File: src/design/soft_limit_velocity_integrator_unit_assert.svh
// Assertion macros used by the velocity integrator top level.
`ifndef SOFT_LIMIT_VELOCITY_INTEGRATOR_UNIT_ASSERT_SVH
`define SOFT_LIMIT_VELOCITY_INTEGRATOR_UNIT_ASSERT_SVH

// Same-cycle implication, sampled on clk and disabled during reset.
`define SLVI_ASSERT_NOW(label, cond, prop) \
  label: assert property (@(posedge clk) disable iff (!rst_n) (cond) |-> (prop)) \
    else $error("slvi same-cycle check failed");

// Next-cycle implication, sampled on clk and disabled during reset.
`define SLVI_ASSERT_NEXT(label, cond, prop) \
  label: assert property (@(posedge clk) disable iff (!rst_n) (cond) |=> (prop)) \
    else $error("slvi next-cycle check failed");

`endif

File: src/design/slvi_pkg.sv
// Types and constants of the soft-limit velocity integrator.
`timescale 1ns / 1ps
`default_nettype none

package slvi_pkg;

  localparam int unsigned TICK_W = 6;
  localparam logic [TICK_W-1:0] TICK_SAT = '1;

  localparam int unsigned INCR_W = 23;
  localparam int unsigned ACC_STEP = 13107;
  localparam int unsigned TICK_DIV = 125;
  localparam logic signed [INCR_W-1:0] INCR_STEP = INCR_W'(ACC_STEP / TICK_DIV);

  localparam logic [31:0] HUMAN_DIV = 32'd5;
  localparam logic [31:0] DIV625_MUL = 32'd3518437209;
  localparam int unsigned DIV625_SHIFT = 41;

  typedef enum logic [2:0] {
    OP_TICK    = 3'd0,
    OP_ACTION  = 3'd1,
    OP_HUMAN   = 3'd2,
    OP_TRAIN   = 3'd3,
    OP_RESTART = 3'd4
  } op_t;

  typedef enum logic [1:0] {
    ACT_NONE = 2'd0,
    ACT_POS  = 2'd1,
    ACT_NEG  = 2'd2
  } act_t;

  typedef enum logic [2:0] {
    REG_VEL_FLOOR = 3'd0,
    REG_VEL_CEIL  = 3'd1,
    REG_X_LOWER   = 3'd2,
    REG_X_UPPER   = 3'd3,
    REG_Y_LOWER   = 3'd4,
    REG_Y_UPPER   = 3'd5
  } reg_t;

  typedef struct packed {
    logic [2:0]         operation;
    logic signed [31:0] position_x;
    logic signed [31:0] position_y;
    logic [1:0]         agent_action;
    logic signed [31:0] human_value;
    logic               train_on;
  } in_t;

  typedef struct packed {
    logic signed [31:0] velocity_x;
    logic signed [31:0] velocity_y;
    logic               stopped_x;
    logic               stopped_y;
  } out_t;

  typedef struct packed {
    logic               armed;
    logic signed [31:0] vel;
    logic               stop;
    logic [TICK_W-1:0]  ticks;
    logic signed [INCR_W-1:0] incr;
    logic               acc_pos;
    logic               acc_neg;
  } axis_st_t;

  typedef struct packed {
    logic signed [31:0] lo;
    logic signed [31:0] hi;
  } limits_t;

  typedef struct packed {
    logic signed [31:0] floor_v;
    logic signed [31:0] ceil_v;
  } window_t;

endpackage

`default_nettype wire

File: src/design/soft_limit_velocity_integrator_unit.sv
// Top level of the two-axis velocity integrator with soft position limits.
//
// Items enter on in_valid/in_ready and land in an input register. From there
// each item is executed combinationally against the axis state. Only a tick item
// makes a result, which is loaded into the output register and offered on
// out_valid/out_ready; all other items update state and are dropped.
// A tick item waits in the input register until the output register is free or
// being read, and its result is then loaded into the output register. Throughput
// is one item per cycle while no tick is held back by a stalled receiver.
// When the receiver stalls, the output register holds its result and the input
// register holds a waiting tick; non-tick items keep flowing behind a held
// result until a tick reaches the input register. in_ready then stays low.
// The configuration registers are written on cfg_we with cfg_index and
// cfg_wdata and must only be written while the block is idle.
// Synchronous reset clears the configuration registers and velocities to zero,
// disarms both axes, clears the stop latches, tick counters and train mode,
// and empties the input and output registers.
`timescale 1ns / 1ps
`default_nettype none

module soft_limit_velocity_integrator_unit #(
  parameter int ARM_TICKS = 50
) (
  input  logic             clk,
  input  logic             rst_n,
  input  logic             in_valid,
  output logic             in_ready,
  input  slvi_pkg::in_t    in_data,
  output logic             out_valid,
  input  logic             out_ready,
  output slvi_pkg::out_t   out_data,
  input  logic             cfg_we,
  input  logic [2:0]       cfg_index,
  input  logic [31:0]      cfg_wdata
);

  `include "soft_limit_velocity_integrator_unit_assert.svh"

  slvi_pkg::in_t      in_q_r;
  logic               in_q_valid_r;
  slvi_pkg::out_t     out_q_r;
  slvi_pkg::out_t     out_q_nxt;
  logic               out_valid_r;
  logic               out_valid_nxt;

  slvi_pkg::axis_st_t axis_x_r;
  slvi_pkg::axis_st_t axis_x_nxt;
  slvi_pkg::axis_st_t axis_y_r;
  slvi_pkg::axis_st_t axis_y_nxt;
  slvi_pkg::axis_st_t tick_x;
  slvi_pkg::axis_st_t tick_y;
  logic               train_mode_r;
  logic               train_mode_nxt;

  slvi_pkg::window_t  win_r;
  slvi_pkg::limits_t  lim_x_r;
  slvi_pkg::limits_t  lim_y_r;

  logic               is_tick;
  logic               proc_ok;

  logic [31:0]        hv_u;
  logic [31:0]        hv_mag;
  logic [63:0]        hv_prod;
  logic [slvi_pkg::INCR_W-1:0] hv_q;
  logic signed [slvi_pkg::INCR_W-1:0] hv_incr;
  logic               hv_big;

  assign is_tick  = in_q_r.operation == slvi_pkg::OP_TICK;
  assign proc_ok  = in_q_valid_r && (!is_tick || !out_valid_r || out_ready);
  assign in_ready = !in_q_valid_r || proc_ok;

  assign out_valid = out_valid_r;
  assign out_data  = out_q_r;

  // Human value scaled by 1/625 gives the per-tick Y increment directly.
  assign hv_u    = $unsigned(in_q_r.human_value);
  assign hv_mag  = in_q_r.human_value[31] ? (~hv_u + 32'd1) : hv_u;
  assign hv_prod = 64'(hv_mag) * 64'(slvi_pkg::DIV625_MUL);
  assign hv_q    = hv_prod[63:slvi_pkg::DIV625_SHIFT];
  assign hv_incr = in_q_r.human_value[31] ? -$signed(hv_q) : $signed(hv_q);
  assign hv_big  = hv_mag >= slvi_pkg::HUMAN_DIV;

  slvi_axis #(
    .ARM_TICKS(ARM_TICKS)
  ) u_axis_x (
    .st_i (axis_x_r),
    .pos  (in_q_r.position_x),
    .lim  (lim_x_r),
    .win  (win_r),
    .st_o (tick_x)
  );

  slvi_axis #(
    .ARM_TICKS(ARM_TICKS)
  ) u_axis_y (
    .st_i (axis_y_r),
    .pos  (in_q_r.position_y),
    .lim  (lim_y_r),
    .win  (win_r),
    .st_o (tick_y)
  );

  always_comb begin
    axis_x_nxt     = axis_x_r;
    axis_y_nxt     = axis_y_r;
    train_mode_nxt = train_mode_r;
    if (proc_ok) begin
      case (in_q_r.operation)
        slvi_pkg::OP_TICK: begin
          if (!train_mode_r) begin
            if (axis_x_r.armed) begin
              axis_x_nxt = tick_x;
            end
            if (axis_y_r.armed) begin
              axis_y_nxt = tick_y;
            end
          end
        end
        slvi_pkg::OP_ACTION: begin
          axis_x_nxt.armed = 1'b1;
          case (in_q_r.agent_action)
            slvi_pkg::ACT_POS: begin
              axis_x_nxt.incr    = slvi_pkg::INCR_STEP;
              axis_x_nxt.acc_pos = 1'b1;
              axis_x_nxt.acc_neg = 1'b0;
            end
            slvi_pkg::ACT_NEG: begin
              axis_x_nxt.incr    = -slvi_pkg::INCR_STEP;
              axis_x_nxt.acc_pos = 1'b0;
              axis_x_nxt.acc_neg = 1'b1;
            end
            default: begin
              axis_x_nxt.incr    = '0;
              axis_x_nxt.acc_pos = 1'b0;
              axis_x_nxt.acc_neg = 1'b0;
            end
          endcase
        end
        slvi_pkg::OP_HUMAN: begin
          if (!train_mode_r) begin
            axis_y_nxt.armed   = 1'b1;
            axis_y_nxt.incr    = hv_incr;
            axis_y_nxt.acc_pos = hv_big && !in_q_r.human_value[31];
            axis_y_nxt.acc_neg = hv_big && in_q_r.human_value[31];
          end
        end
        slvi_pkg::OP_TRAIN: begin
          train_mode_nxt = in_q_r.train_on;
        end
        slvi_pkg::OP_RESTART: begin
          axis_x_nxt.armed = 1'b0;
          axis_x_nxt.vel   = '0;
          axis_y_nxt.armed = 1'b0;
          axis_y_nxt.vel   = '0;
        end
        default: begin
        end
      endcase
    end
  end

  always_comb begin
    out_q_nxt.velocity_x = train_mode_r ? '0 : axis_x_nxt.vel;
    out_q_nxt.velocity_y = train_mode_r ? '0 : axis_y_nxt.vel;
    out_q_nxt.stopped_x  = axis_x_nxt.stop;
    out_q_nxt.stopped_y  = axis_y_nxt.stop;
    if (proc_ok && is_tick) begin
      out_valid_nxt = 1'b1;
    end else if (out_ready) begin
      out_valid_nxt = 1'b0;
    end else begin
      out_valid_nxt = out_valid_r;
    end
  end

  always_ff @(posedge clk) begin
    if (!rst_n) begin
      in_q_valid_r <= 1'b0;
      out_valid_r  <= 1'b0;
      axis_x_r     <= '0;
      axis_y_r     <= '0;
      train_mode_r <= 1'b0;
    end else begin
      if (in_ready) begin
        in_q_valid_r <= in_valid;
      end
      out_valid_r  <= out_valid_nxt;
      axis_x_r     <= axis_x_nxt;
      axis_y_r     <= axis_y_nxt;
      train_mode_r <= train_mode_nxt;
    end
  end

  always_ff @(posedge clk) begin
    if (in_ready && in_valid) begin
      in_q_r <= in_data;
    end
    if (proc_ok && is_tick) begin
      out_q_r <= out_q_nxt;
    end
  end

  always_ff @(posedge clk) begin
    if (!rst_n) begin
      win_r   <= '0;
      lim_x_r <= '0;
      lim_y_r <= '0;
    end else if (cfg_we) begin
      case (cfg_index)
        slvi_pkg::REG_VEL_FLOOR: win_r.floor_v <= $signed(cfg_wdata);
        slvi_pkg::REG_VEL_CEIL:  win_r.ceil_v  <= $signed(cfg_wdata);
        slvi_pkg::REG_X_LOWER:   lim_x_r.lo    <= $signed(cfg_wdata);
        slvi_pkg::REG_X_UPPER:   lim_x_r.hi    <= $signed(cfg_wdata);
        slvi_pkg::REG_Y_LOWER:   lim_y_r.lo    <= $signed(cfg_wdata);
        slvi_pkg::REG_Y_UPPER:   lim_y_r.hi    <= $signed(cfg_wdata);
        default: begin
        end
      endcase
    end
  end

  `SLVI_ASSERT_NEXT(a_train_zero_out, proc_ok && is_tick && train_mode_r,
    out_valid_r && out_q_r.velocity_x == 32'sd0 && out_q_r.velocity_y == 32'sd0)
  `SLVI_ASSERT_NEXT(a_restart_clears,
    proc_ok && in_q_r.operation == slvi_pkg::OP_RESTART,
    !axis_x_r.armed && !axis_y_r.armed && axis_x_r.vel == 32'sd0 && axis_y_r.vel == 32'sd0)
  `SLVI_ASSERT_NOW(a_stop_zero_vel, $rose(axis_x_r.stop),
    axis_x_r.vel == 32'sd0 && axis_x_r.ticks != '0)
  `SLVI_ASSERT_NEXT(a_tick_held, in_q_valid_r && is_tick && out_valid_r && !out_ready,
    in_q_valid_r && is_tick && out_valid_r)

endmodule

`default_nettype wire

File: src/design/slvi_axis.sv
// One axis tick: velocity integration, clamping, limit lookahead and stop latch.
`timescale 1ns / 1ps
`default_nettype none

module slvi_axis #(
  parameter int ARM_TICKS = 50
) (
  input  slvi_pkg::axis_st_t  st_i,
  input  logic signed [31:0]  pos,
  input  slvi_pkg::limits_t   lim,
  input  slvi_pkg::window_t   win,
  output slvi_pkg::axis_st_t  st_o
);

  localparam logic [slvi_pkg::TICK_W-1:0] ARM_LIM = ARM_TICKS[slvi_pkg::TICK_W-1:0];

  logic signed [32:0] sum_w;
  logic signed [31:0] vel_c;
  logic [slvi_pkg::TICK_W-1:0] ticks_inc;
  logic signed [33:0] pos2;
  logic signed [33:0] lim_sum;
  logic below;
  logic toward;
  logic signed [40:0] pos100;
  logic signed [40:0] hi_room;
  logic signed [40:0] lo_room;
  logic trip;

  assign sum_w = 33'(st_i.vel) + 33'(st_i.incr);

  always_comb begin
    if (sum_w < 33'(win.floor_v)) begin
      vel_c = win.floor_v;
    end else if (sum_w > 33'(win.ceil_v)) begin
      vel_c = win.ceil_v;
    end else begin
      vel_c = sum_w[31:0];
    end
  end

  assign ticks_inc = (st_i.ticks != slvi_pkg::TICK_SAT) ? st_i.ticks + 1'b1 : st_i.ticks;

  assign pos2    = 34'(pos) <<< 1;
  assign lim_sum = 34'(lim.lo) + 34'(lim.hi);
  assign below   = pos2 < lim_sum;
  assign toward  = below ? st_i.acc_pos : st_i.acc_neg;

  // The lookahead is compared as velocity against the room left before each limit.
  assign pos100  = 41'(pos) * 41'sd100;
  assign hi_room = 41'(lim.hi) * 41'sd100 - pos100;
  assign lo_room = 41'(lim.lo) * 41'sd100 - pos100;
  assign trip    = (41'(vel_c) > hi_room) || (41'(vel_c) < lo_room);

  always_comb begin
    st_o       = st_i;
    st_o.ticks = ticks_inc;
    st_o.vel   = vel_c;
    if (st_i.stop) begin
      st_o.ticks = '0;
      if (toward) begin
        st_o.stop = 1'b0;
      end else begin
        st_o.vel = '0;
      end
    end else if ((ticks_inc > ARM_LIM) && trip) begin
      st_o.vel  = '0;
      st_o.stop = 1'b1;
    end
  end

endmodule

`default_nettype wire

File: config.mk
export PLATFORM = sky130hd
export DESIGN_NAME = soft_limit_velocity_integrator_unit
export DESIGN_NICKNAME = d
export VERILOG_FILES = /design/src/design/slvi_pkg.sv /design/src/design/soft_limit_velocity_integrator_unit.sv /design/src/design/slvi_axis.sv
export VERILOG_INCLUDE_DIRS = /design/src /design/src/design
export SDC_FILE = /design/constraint.sdc
export NUM_CORES = 2
export LEC_CHECK = 0
export BUFFER_PORTS_ARGS = -buffer_cell sky130_fd_sc_hd__buf_2
export CORE_UTILIZATION = 39
export CTS_CLUSTER_DIAMETER = 100
export CTS_CLUSTER_SIZE = 25
export DETAILED_ROUTE_END_ITERATION = 7
export PLACE_DENSITY_LB_ADDON = 0.08
export RECOVER_POWER = 100
export SKIP_CTS_REPAIR_TIMING = 1
export SLEW_MARGIN = 20
export SYNTH_ARGS = -nofsm -noshare
export SYNTH_HDL_FRONTEND = slang
export SYNTH_SLANG_ARGS = --single-unit
File: constraint.sdc
create_clock -name clk -period 25.9 [get_ports clk]
set_clock_uncertainty 0.2 [all_clocks]
set_input_delay 2.59 -clock clk [delete_from_list [all_inputs] [get_ports clk]]
set_output_delay 2.59 -clock clk [all_outputs]
set_load 0.03 [all_outputs]
==> metrics.txt <==
status=complete, but fails checks; failing checks=capacitance limit, slew limit; Via density=5.46; hold_ws=0.261 ns; flops & latches, synth=471; placed cell areas=80400 sq um; clk slew on worst S/H paths=0.10 ns; TNS Setup=0 ns; Mapped Nets=10900; Hold Path Class=flip-flop to flip-flop; cell accounting for the most synthesized area=ha_1; CTS Root Cell=clkbuf_16; input/output buffers=209; Vias=61700; Syn Std Cell Area=76000 sq um; first drt pass iteration count=6; Yosys cell types=92; post-synthesis xor/xnor area fraction=5.73%; Detail Route Antenna Nets=0; CP Capture Type=flip-flop; clock sink count=471; Crit Path Max Fanout=62; final hold vios=0; Ys Warns=0; post-route design area=81400 sq um; arrival time at the worst endpoint=14.00 ns; Worst path max stage delay=2.00 ns; Ports=210; die span in x=443 microns; CTS tree=yes; ys async rst share=0%; simple-gate share of the synthesized area=11.8%; initial antenna violation count=14; commonest non-fill, non-tap cell in the layout=ha_1; Post-Syn Area per Cell=8.87 sq um; Final GP Congestion=0.950; Final Critical Period=13.69 ns; Post-synth top flop=dfxtp_1; Worst path slowest cell=clkbuf_1; complex-gate fraction of the synthesized area=17.0%; Most Frequent Cell on Critical Path=a21oi_1; Slew headroom=-181%; Area Growth Syn to Fin=7.22%; vias in the first global route=60400; Final Max Slew Viols=546; WP data required=26.21 ns; CTS Buf Count=34; Yosys top cell area share=26.5%; CTS max path bufs=3; final wirelength=262000 microns; worst setup path class=flip-flop to flip-flop; Total GRT Usage=26.4%; Least-Margin Pin Slew=4.21 ns; Wirelength per Cell=23.2 microns; post-DP HPWL=224000 microns; most frequent cells in the layout=1608 x ha_1, 1265 x inv_1, 721 x nand2_1, 692 x a21oi_1, 636 x fa_1; post-synthesis mux area share=0.591%; Seq/Total Area, Yosys=14.6%; share of layout cells above drive strength 1=3.94%; largest cells by area after synthesis=ha_1 26%, fa_1 17%, dfxtp_1 8.0%; drt drc=0; row count=161; max-cap viol count=10; Max Fclk=0.0731 GHz; fin nets=11100; Starting Density=39.4%; largest family of logic cells by synthesized area=adder cells; fillers=19400; Cells after Synth=8559; core area=193000 sq um; # H-tree levels=2; post-route clock period utilization=52.9%; RSZ-0062 raised after global routing=no; number of synthesized flops with an enable pin=168; largest net degree at the start of global routing=94; Die Height=443 microns; initial drt markers=4087; first-pass GRT wire length=391000 microns; gr ovfl total=0; crit start category=flip-flop; setup violators final=0; Synth Area in Adders=43.3%; Worst-Skew Late Latency=0.66 ns; die area=197000 sq um
layer usage:
| metal | track usage [%] | up-vias | share of wire, % |
|---|---|---|---|
| li1 | - | 30100 | - |
| met1 | 36.8 | 30100 | 47 |
| met2 | 43.6 | 1183 | 46 |
| met3 | 2.34 | 227 | 4.0 |
| met4 | 6.58 | 0 | 2.8 |
| met5 | 0 | - | 0 |
kinds of logic (layout without fill, tap and decap cells):
family,after synthesis,count (layout)
AO/OA/AOI/OAI,1989,1989
XOR/XNOR,497,497
adder cells (fa/ha/maj),2245,2245
buffers and inverters,1422,1619
flip-flops,471,471
multiplexers,44,44
other,0,5
AND/OR/NAND/NOR,1891,1891
area by class of cell:
type                       count  area [sq um]  share of cell area (%)
multi-input combinational   6666         59600                    73.2
sequential                   471         11100                    13.6
inverter                    1266          4750                    5.84
tap                         2526          3160                    3.88
timing repair buffer         292          1540                    1.90
clock buffer                  39           932                    1.14
clock inverter                22           318                   0.390
antenna                        5          12.5                  0.0154
per-stage QoR:
step	std cells	util, %	setup slack (ns)
6_report	11300	42.2	12.21
5_1_grt	11300	42.2	11.55
4_1_cts	11300	42.3	14.13
3_5_place_dp	11200	41.6	14.14
3_3_place_gp	11200	41.6	14.22
2_1_floorplan	8559	-	15.43
cells in the mapped netlist, drive strengths merged, types with 90 or more instances:
| library cell | number |
|---|---|
| a21o | 245 |
| dfxtp | 303 |
| a21oi | 694 |
| nor2 | 375 |
| nand2b | 94 |
| xor2 | 189 |
| nand2 | 723 |
| nor3 | 133 |
| xnor2 | 308 |
| ha | 1608 |
| clkbuf | 138 |
| fa | 636 |
| edfxtp | 168 |
| nand4 | 93 |
| inv | 1266 |
| nor2b | 90 |
| o21ai | 342 |
| nand3 | 118 |
final timing paths:
path	depth (start not counted)	endpoint	start	slack [ns]
worst max-delay path	37	out_data[51]$_SDFFCE_PP0P_	in_q_r[68]$_DFFE_PP_	12.21
worst min-delay path	2	win_r[29]$_SDFFE_PN0P_	win_r[29]$_SDFFE_PN0P_	0.26
worst max register to register	37	out_data[51]$_SDFFCE_PP0P_	in_q_r[68]$_DFFE_PP_	12.21
worst min register to register	2	win_r[29]$_SDFFE_PN0P_	win_r[29]$_SDFFE_PN0P_	0.26
sequential cells by signal, summed over array words and instances (netlist names):
register,count
in_q_r,70
axis_x_r,43
win_r,64
lim_x_r,64
out_valid,1
in_q_valid_r,1
lim_y_r,64
hv_u,32
train_mode_r,1
axis_y_r,65
out_data,66
critical path: cells and delay by family (launching register included):
| family | cells | cell delay [ns] |
|---|---|---|
| xor+xnor | 2 | 0.38 |
| flops | 1 | 0.46 |
| compound gates | 16 | 4.54 |
| buf+inv | 3 | 2.16 |
| fa+ha+maj | 7 | 2.25 |
| simple gates | 9 | 3.50 |
Power is not shown: default switching activity piles up to over one toggle a cycle in this logic, so the estimate is an artifact.
